===== src/rtl/i2rt_pkg.sv =====
// Shared types, codes and helpers for the integer to radix text unit.
package i2rt_pkg;

    typedef enum logic [2:0] {
        ST_IDLE,
        ST_DIVIDE,
        ST_SIGN,
        ST_READ,
        ST_DIGIT,
        ST_ERROR
    } t_state;

    localparam logic [5:0] BASE_MIN   = 6'd2;
    localparam logic [5:0] BASE_MAX   = 6'd36;
    localparam logic [5:0] DIGIT_TEN  = 6'hA;
    localparam logic [7:0] CHAR_ZERO  = 8'h30;  // '0'
    localparam logic [7:0] CHAR_UPPER = 8'h41;  // 'A'
    localparam logic [7:0] CHAR_MINUS = 8'h2D;  // '-'
    localparam logic [7:0] CHAR_PLUS  = 8'h2B;  // '+'

    function automatic logic [7:0] digit_char(input logic [5:0] d);
        logic [7:0] c;
        if (d < DIGIT_TEN) begin
            c = CHAR_ZERO + {2'b00, d};
        end else begin
            c = CHAR_UPPER + {2'b00, d - DIGIT_TEN};
        end
        return c;
    endfunction

endpackage


===== src/rtl/integer_to_radix_text_unit.sv =====
// Top level: 32-bit integer to ASCII text in radix 2..36, bit-serial divider.
//
//  channel   dir  payload (low bit up)                               handshake
//  i_s_*     in   tdata: value[31:0] base[37:32] limit[43:38] show[44]   tvalid/tready
//                 tuser: kind
//  o_m_*     out  tdata: character[7:0]; tlast: last; tuser: error       tvalid/tready
//
// Each digit takes one pass of the shared restoring divide step over all 32 quotient bits
// (one compare/subtract per quotient bit).
// Each digit character passes through ST_READ for the registered digit memory read, then waits for tready.
// One item in flight; the input is ready only when idle. Reset is synchronous, active low.
module integer_to_radix_text_unit #(
    parameter int MAX_DIGITS = 32
) (
    input  logic        i_clk,
    input  logic        i_rst_n,
    input  logic        i_s_tvalid,
    output logic        o_s_tready,
    input  logic [47:0] i_s_tdata,   // value[31:0], base[37:32], digit_limit[43:38], show_sign[44]
    input  logic        i_s_tuser,   // kind
    output logic        o_m_tvalid,
    input  logic        i_m_tready,
    output logic [7:0]  o_m_tdata,   // character[7:0]
    output logic        o_m_tlast,   // last
    output logic        o_m_tuser    // error
);

    localparam int IDX_W = $clog2(MAX_DIGITS);
    localparam int CNT_W = $clog2(MAX_DIGITS + 1);

    i2rt_pkg::t_state r_state, n_state;

    logic [31:0]      r_q;
    logic [5:0]       r_rem;
    logic [5:0]       r_base;
    logic [4:0]       r_bit;
    logic [CNT_W-1:0] r_cnt;
    logic [CNT_W-1:0] r_lim;
    logic [IDX_W-1:0] r_idx;
    logic             r_neg;
    logic             r_show;
    logic [5:0]       r_rd_data;

    logic [5:0] mem_digits [MAX_DIGITS];

    // input fields
    logic [31:0] in_value;
    logic [5:0]  in_base;
    logic [5:0]  in_limit;
    logic        in_show;
    logic        in_bad;
    logic        in_neg;
    logic        s_xfer;
    logic        m_xfer;

    assign in_value = i_s_tdata[31:0];
    assign in_base  = i_s_tdata[37:32];
    assign in_limit = i_s_tdata[43:38];
    assign in_show  = i_s_tdata[44];
    assign in_bad   = (in_base < i2rt_pkg::BASE_MIN) || (in_base > i2rt_pkg::BASE_MAX)
                      || (in_limit == 6'd0);
    assign in_neg   = i_s_tuser & in_value[31];
    assign s_xfer   = i_s_tvalid && o_s_tready;
    assign m_xfer   = o_m_tvalid && i_m_tready;

    // shared divide step: one quotient bit per cycle
    logic [6:0]       div_trial;
    logic             div_ge;
    logic [5:0]       div_rem;
    logic [31:0]      div_q;
    logic             div_last;
    logic [CNT_W-1:0] cnt_inc;
    logic             div_more;

    assign div_trial = {r_rem, r_q[31]};
    assign div_ge    = div_trial >= {1'b0, r_base};
    assign div_rem   = div_ge ? 6'(div_trial - {1'b0, r_base}) : div_trial[5:0];
    assign div_q     = {r_q[30:0], div_ge};
    assign div_last  = (r_bit == 5'd31);
    assign cnt_inc   = r_cnt + CNT_W'(1);
    assign div_more  = (cnt_inc < r_lim) && (div_q != 32'd0);

    always_comb begin
        n_state = r_state;
        unique case (r_state)
            i2rt_pkg::ST_IDLE: begin
                if (s_xfer) begin
                    n_state = in_bad ? i2rt_pkg::ST_ERROR : i2rt_pkg::ST_DIVIDE;
                end
            end
            i2rt_pkg::ST_DIVIDE: begin
                if (div_last && !div_more) begin
                    n_state = r_show ? i2rt_pkg::ST_SIGN : i2rt_pkg::ST_READ;
                end
            end
            i2rt_pkg::ST_SIGN: begin
                if (m_xfer) n_state = i2rt_pkg::ST_READ;
            end
            i2rt_pkg::ST_READ: begin
                n_state = i2rt_pkg::ST_DIGIT;
            end
            i2rt_pkg::ST_DIGIT: begin
                if (m_xfer) begin
                    n_state = (r_idx == '0) ? i2rt_pkg::ST_IDLE : i2rt_pkg::ST_READ;
                end
            end
            i2rt_pkg::ST_ERROR: begin
                if (m_xfer) n_state = i2rt_pkg::ST_IDLE;
            end
            default: n_state = i2rt_pkg::ST_IDLE;
        endcase
    end

    always_comb begin
        o_s_tready = 1'b0;
        o_m_tvalid = 1'b0;
        o_m_tdata  = 8'd0;
        o_m_tlast  = 1'b0;
        o_m_tuser  = 1'b0;
        unique case (r_state)
            i2rt_pkg::ST_IDLE: begin
                o_s_tready = 1'b1;
            end
            i2rt_pkg::ST_SIGN: begin
                o_m_tvalid = 1'b1;
                o_m_tdata  = r_neg ? i2rt_pkg::CHAR_MINUS : i2rt_pkg::CHAR_PLUS;
            end
            i2rt_pkg::ST_DIGIT: begin
                o_m_tvalid = 1'b1;
                o_m_tdata  = i2rt_pkg::digit_char(r_rd_data);
                o_m_tlast  = (r_idx == '0);
            end
            i2rt_pkg::ST_ERROR: begin
                o_m_tvalid = 1'b1;
                o_m_tlast  = 1'b1;
                o_m_tuser  = 1'b1;
            end
            default: begin
            end
        endcase
    end

    always_ff @(posedge i_clk) begin
        if (!i_rst_n) begin
            r_state <= i2rt_pkg::ST_IDLE;
            r_cnt   <= '0;
            r_q     <= '0;
            r_neg   <= 1'b0;
            r_idx   <= '0;
        end else begin
            r_state <= n_state;
            if (r_state == i2rt_pkg::ST_IDLE && s_xfer && !in_bad) begin
                r_neg <= in_neg;
                r_q   <= in_neg ? 32'(32'd0 - in_value) : in_value;
                r_cnt <= '0;
            end else if (r_state == i2rt_pkg::ST_DIVIDE) begin
                r_q <= div_q;
                if (div_last) begin
                    r_cnt <= cnt_inc;
                    r_idx <= r_cnt[IDX_W-1:0];
                end
            end else if (r_state == i2rt_pkg::ST_DIGIT && m_xfer && r_idx != '0) begin
                r_idx <= r_idx - IDX_W'(1);
            end
        end
    end

    // payload registers
    always_ff @(posedge i_clk) begin
        if (r_state == i2rt_pkg::ST_IDLE && s_xfer) begin
            r_base <= in_base;
            r_show <= i_s_tuser & in_show;
            r_rem  <= '0;
            r_bit  <= '0;
            if (int'(in_limit) > MAX_DIGITS) begin
                r_lim <= CNT_W'(MAX_DIGITS);
            end else begin
                r_lim <= CNT_W'(in_limit);
            end
        end else if (r_state == i2rt_pkg::ST_DIVIDE) begin
            r_bit <= r_bit + 5'd1;
            r_rem <= div_last ? 6'd0 : div_rem;
        end
    end

    // digit memory, written low digit first, read back high digit first
    always_ff @(posedge i_clk) begin
        if (r_state == i2rt_pkg::ST_DIVIDE && div_last) begin
            mem_digits[r_cnt[IDX_W-1:0]] <= div_rem;
        end
        r_rd_data <= mem_digits[r_idx];
    end

    a_ready_excl: assert property (@(posedge i_clk) disable iff (!i_rst_n)
        o_s_tready |-> !o_m_tvalid)
        else $error("input ready while a result is pending");

    a_err_form: assert property (@(posedge i_clk) disable iff (!i_rst_n)
        (o_m_tvalid && o_m_tuser) |-> (o_m_tlast && o_m_tdata == 8'd0))
        else $error("error result not last or nonzero");

    a_rem_range: assert property (@(posedge i_clk) disable iff (!i_rst_n)
        (r_state == i2rt_pkg::ST_DIVIDE) |-> (r_rem < r_base))
        else $error("partial remainder out of range");

    a_digit_range: assert property (@(posedge i_clk) disable iff (!i_rst_n)
        (r_state == i2rt_pkg::ST_DIGIT) |-> (r_rd_data < r_base))
        else $error("stored digit not below base");

    a_cnt_limit: assert property (@(posedge i_clk) disable iff (!i_rst_n)
        (r_state == i2rt_pkg::ST_DIVIDE) |-> (r_cnt < r_lim))
        else $error("digit count passed limit");

endmodule

===== config.mk =====
export PLATFORM = sky130hd
export DESIGN_NAME = integer_to_radix_text_unit
export DESIGN_NICKNAME = d
export VERILOG_FILES = /design/src/rtl/i2rt_pkg.sv /design/src/rtl/integer_to_radix_text_unit.sv
export SDC_FILE = /design/constraint.sdc
export NUM_CORES = 1
export LEC_CHECK = 0
export BUFFER_PORTS_ARGS = -buffer_cell sky130_fd_sc_hd__buf_2
export CAP_MARGIN = 20
export CORE_MARGIN = 4
export CORE_UTILIZATION = 61
export CTS_BUF_LIST = sky130_fd_sc_hd__clkbuf_16
export DETAILED_ROUTE_END_ITERATION = 16
export HOLD_SLACK_MARGIN = 0.02
export PLACE_DENSITY = 0.8
export SLEW_MARGIN = 10
export SYNTH_ARGS = -nofsm -noshare
export SYNTH_HDL_FRONTEND = slang
export SYNTH_SLANG_ARGS = --single-unit

===== constraint.sdc =====
create_clock -name i_clk -period 4.8 [get_ports i_clk]
set_clock_uncertainty 0.1 [all_clocks]
set_input_delay 0.96 -clock i_clk [delete_from_list [all_inputs] [get_ports i_clk]]
set_output_delay 0.96 -clock i_clk [all_outputs]
set_load 0.02 [all_outputs]

==> impl_metrics.tcl <==
set metrics [dict create \
    status "finished clean" \
    vias 7795 \
    grt_start_max_net_pins 51 \
    dr.pass1.iters 5 \
    relSlewSlack 0.306 \
    reg2reg_depth 4 \
    htreeDepth 1 \
    yosysTopAreaCell "edfxtp_1" \
    postCtsSetupBuffers 0 \
    grt_pass1_vias 7496 \
    core_um2 19700 \
    rrSetupSlack_ps 1920 \
    synthCells 940 \
    portBuffers 61 \
    die_w_um 150 \
    finalCriticalPeriod_ps 3610 \
    synth-main-ff-cell "edfxtp_1" \
    crit_type "flop to primary output" \
    routabilityCongestion 0.898 \
    avgRoutedWirePerCell_um 20.9 \
    tightest_slew_ps 1040 \
    grt_pass1_wl_mm 41.9 \
    cts-resized-gates 0 \
    tns_ps 0 \
    viasPerCell 6.14 \
    io_pins 65 \
    start_util 0.626 \
    syn_area_per_cell_um2 13.1 \
    maxCapViolations 0 \
    yosysMostFrequentCell "edfxtp_1" \
    cts_tree "yes" \
    synth_top_cells_by_area "edfxtp_1 (50%), mux4_2 (11%), dfxtp_1 (10%)" \
    clk_pin_slew_ps 60 \
    hold_slack_ps 377 \
    r2r_start "r_idx[0]" \
    min_path_cells 2 \
    drc_errors 0 \
    critPathArrivalTime_ps 2550 \
    drt_iter0_drc 763 \
    postCtsHoldBufs 0 \
    synth_top_area_frac 0.498 \
    fmaxAchievable_mhz 277 \
    hold_viol 0 \
    cp-end-kind "primary output" \
    hold_path_startpoint "r_bit[4]" \
    hpwl_mm 17.2 \
    required_ps 3740 \
    row_count 51 \
    r2r_end "r_rd_data[1]" \
    detail-route-antenna-nets 0 \
    cts.sinks 269 \
    critPathMaxFanout 10 \
    synth_edf_count 205 \
    grtUsageTotal 0.242 \
    synth_async_sr_flop_share 0 \
    vdd_drop_max_uv 329 \
    die_h_um 150 \
    synth_commonest_cells "edfxtp_1 (205), nand2_1 (111), nor2_1 (83), dfxtp_1 (64), mux4_2 (60)" \
    synthToLayoutAreaGrowth_pct 10.9 \
    rsz0062_at_grt "no" \
    design.die.area_um2 22600 \
    root_buffer "clkbuf_16" \
    gr-total-overflow 0 \
    numCtsBuffers 27 \
    ys_types 66 \
    ys_ff_latch 269 \
    setup-violations-final 0 \
    nFillCells 1330 \
    finalCritPeriodShare 0.752 \
    nNetsFinal 1062 \
    slew_violations 0 \
    clock_latency_ps 530 \
    synthesis.area_um2 12300 \
    hold_path_end "r_bit[4]" \
    power_density_nw_per_um2 399 \
    diodes 0 \
    antenna_found_initial 0 \
    drive_gt1_frac 0.192 \
    holdCritPathClass "flop to flop" \
    syn_nets 1018 \
    start_kind "flop" \
    cts_buffer_depth 3 \
    ys_seq_area_frac 0.602 \
    leakage_nw 4.92 \
    routed_wl_mm 26.5 \
    ys.warnings.count 0 \
]
==> how the worst max path moves through the flow <==
stage / start / endpoint
6_report: r_rd_data[4] / o_m_tdata[0]
5_1_grt: r_rd_data[4] / o_m_tdata[7]
4_1_cts: r_rd_data[4] / o_m_tdata[7]
3_5_place_dp: i_s_tdata[4] / r_q[30]
3_3_place_gp: i_s_tdata[4] / r_q[30]
2_1_floorplan: r_base[2] / mem_digits[0][0]
==> worst max-delay path, stage by stage (launching register included) <==
cell,delay (ps)
dfxtp_1,320
inv_1,140
ha_1,170
inv_1,40
o21ai_1,610
xnor2_1,160
o21ai_0,330
buf_2,240
==> cell type report <==
type	instances	area, µm²	area share
clock buffer	28	701	0.0511
inverter	35	131	0.00959
clock inverter	22	154	0.0112
multi-input combinational	583	4580	0.334
tap	265	332	0.0242
timing repair buffer	68	358	0.0261
sequential	269	7440	0.543
==> per-stage QoR <==
step | util | cells | cell area, µm² | total power [mW] | setup slack (ps)
detailed placement | 0.651 | 1220 | 12800 | 3.50 | 1580
global placement | 0.651 | 1220 | 12800 | 3.46 | 1580
floorplan | - | 940 | 12300 | 3.26 | 1860
finish | 0.695 | 1270 | 13700 | 5.46 | 1190
CTS | 0.695 | 1270 | 13700 | 5.48 | 1200
global route | 0.695 | 1270 | 13700 | 5.68 | 1010
==> per-layer routing <==
layer / wire [µm] / global-route usage / part of all wire
met4: 630 / 0.0631 / 0.024
met3: 1900 / 0.0373 / 0.072
met5: 0 / 0 / 0
met1: 10800 / 0.348 / 0.41
met2: 13100 / 0.392 / 0.50
==> state kept, by name (all words and copies together) (netlist names), 5 cells and up <==
name and cells:
mem_digits 192, r_base 6, r_bit 5, r_cnt 6, r_idx 5, r_lim 6, r_q 32, r_rd_data 6
r_rem 6
==> power breakdown <==
group	switching, mW	internal (mW)
Clock	0.849	1.16
Combinational	0.457	0.195
Sequential	0.0511	2.75
==> logic make-up after synthesis <==
logic type               synth area share
AO/OA/AOI/OAI                      0.0696
XOR/XNOR                           0.0362
adder cells (fa/ha/maj)            0.0259
buffers and inverters              0.0281
flip-flops                          0.602
multiplexers                        0.121
AND/OR/NAND/NOR                     0.117
==> cells in the final DEF (no fill, tap or decap), types with 4 or more instances in the layout <==
master     instances
edfxtp_1         205
nand2_1          111
nor2_1            83
dfxtp_1           62
buf_2             61
mux4_2            60
a21oi_1           41
inv_1             40
xnor2_1           36
nand3_1           35
clkbuf_16         28
ha_1              24
o21ai_0           16
xor2_1            15
o211a_1           13
mux2_2            11
nor2b_1           10
nor3_1            10
nor4_1             8
o21ai_1            7
and2_1             7
clkinv_2           7
buf_4              7
a31oi_1            6
or4_1              6
clkinv_1           6
or3_1              5
a211oi_1           5
o21a_1             4
and3_1             4
a22oi_1            4
a41oi_1            4
Note: power is estimated with default switching activity, not from simulation.
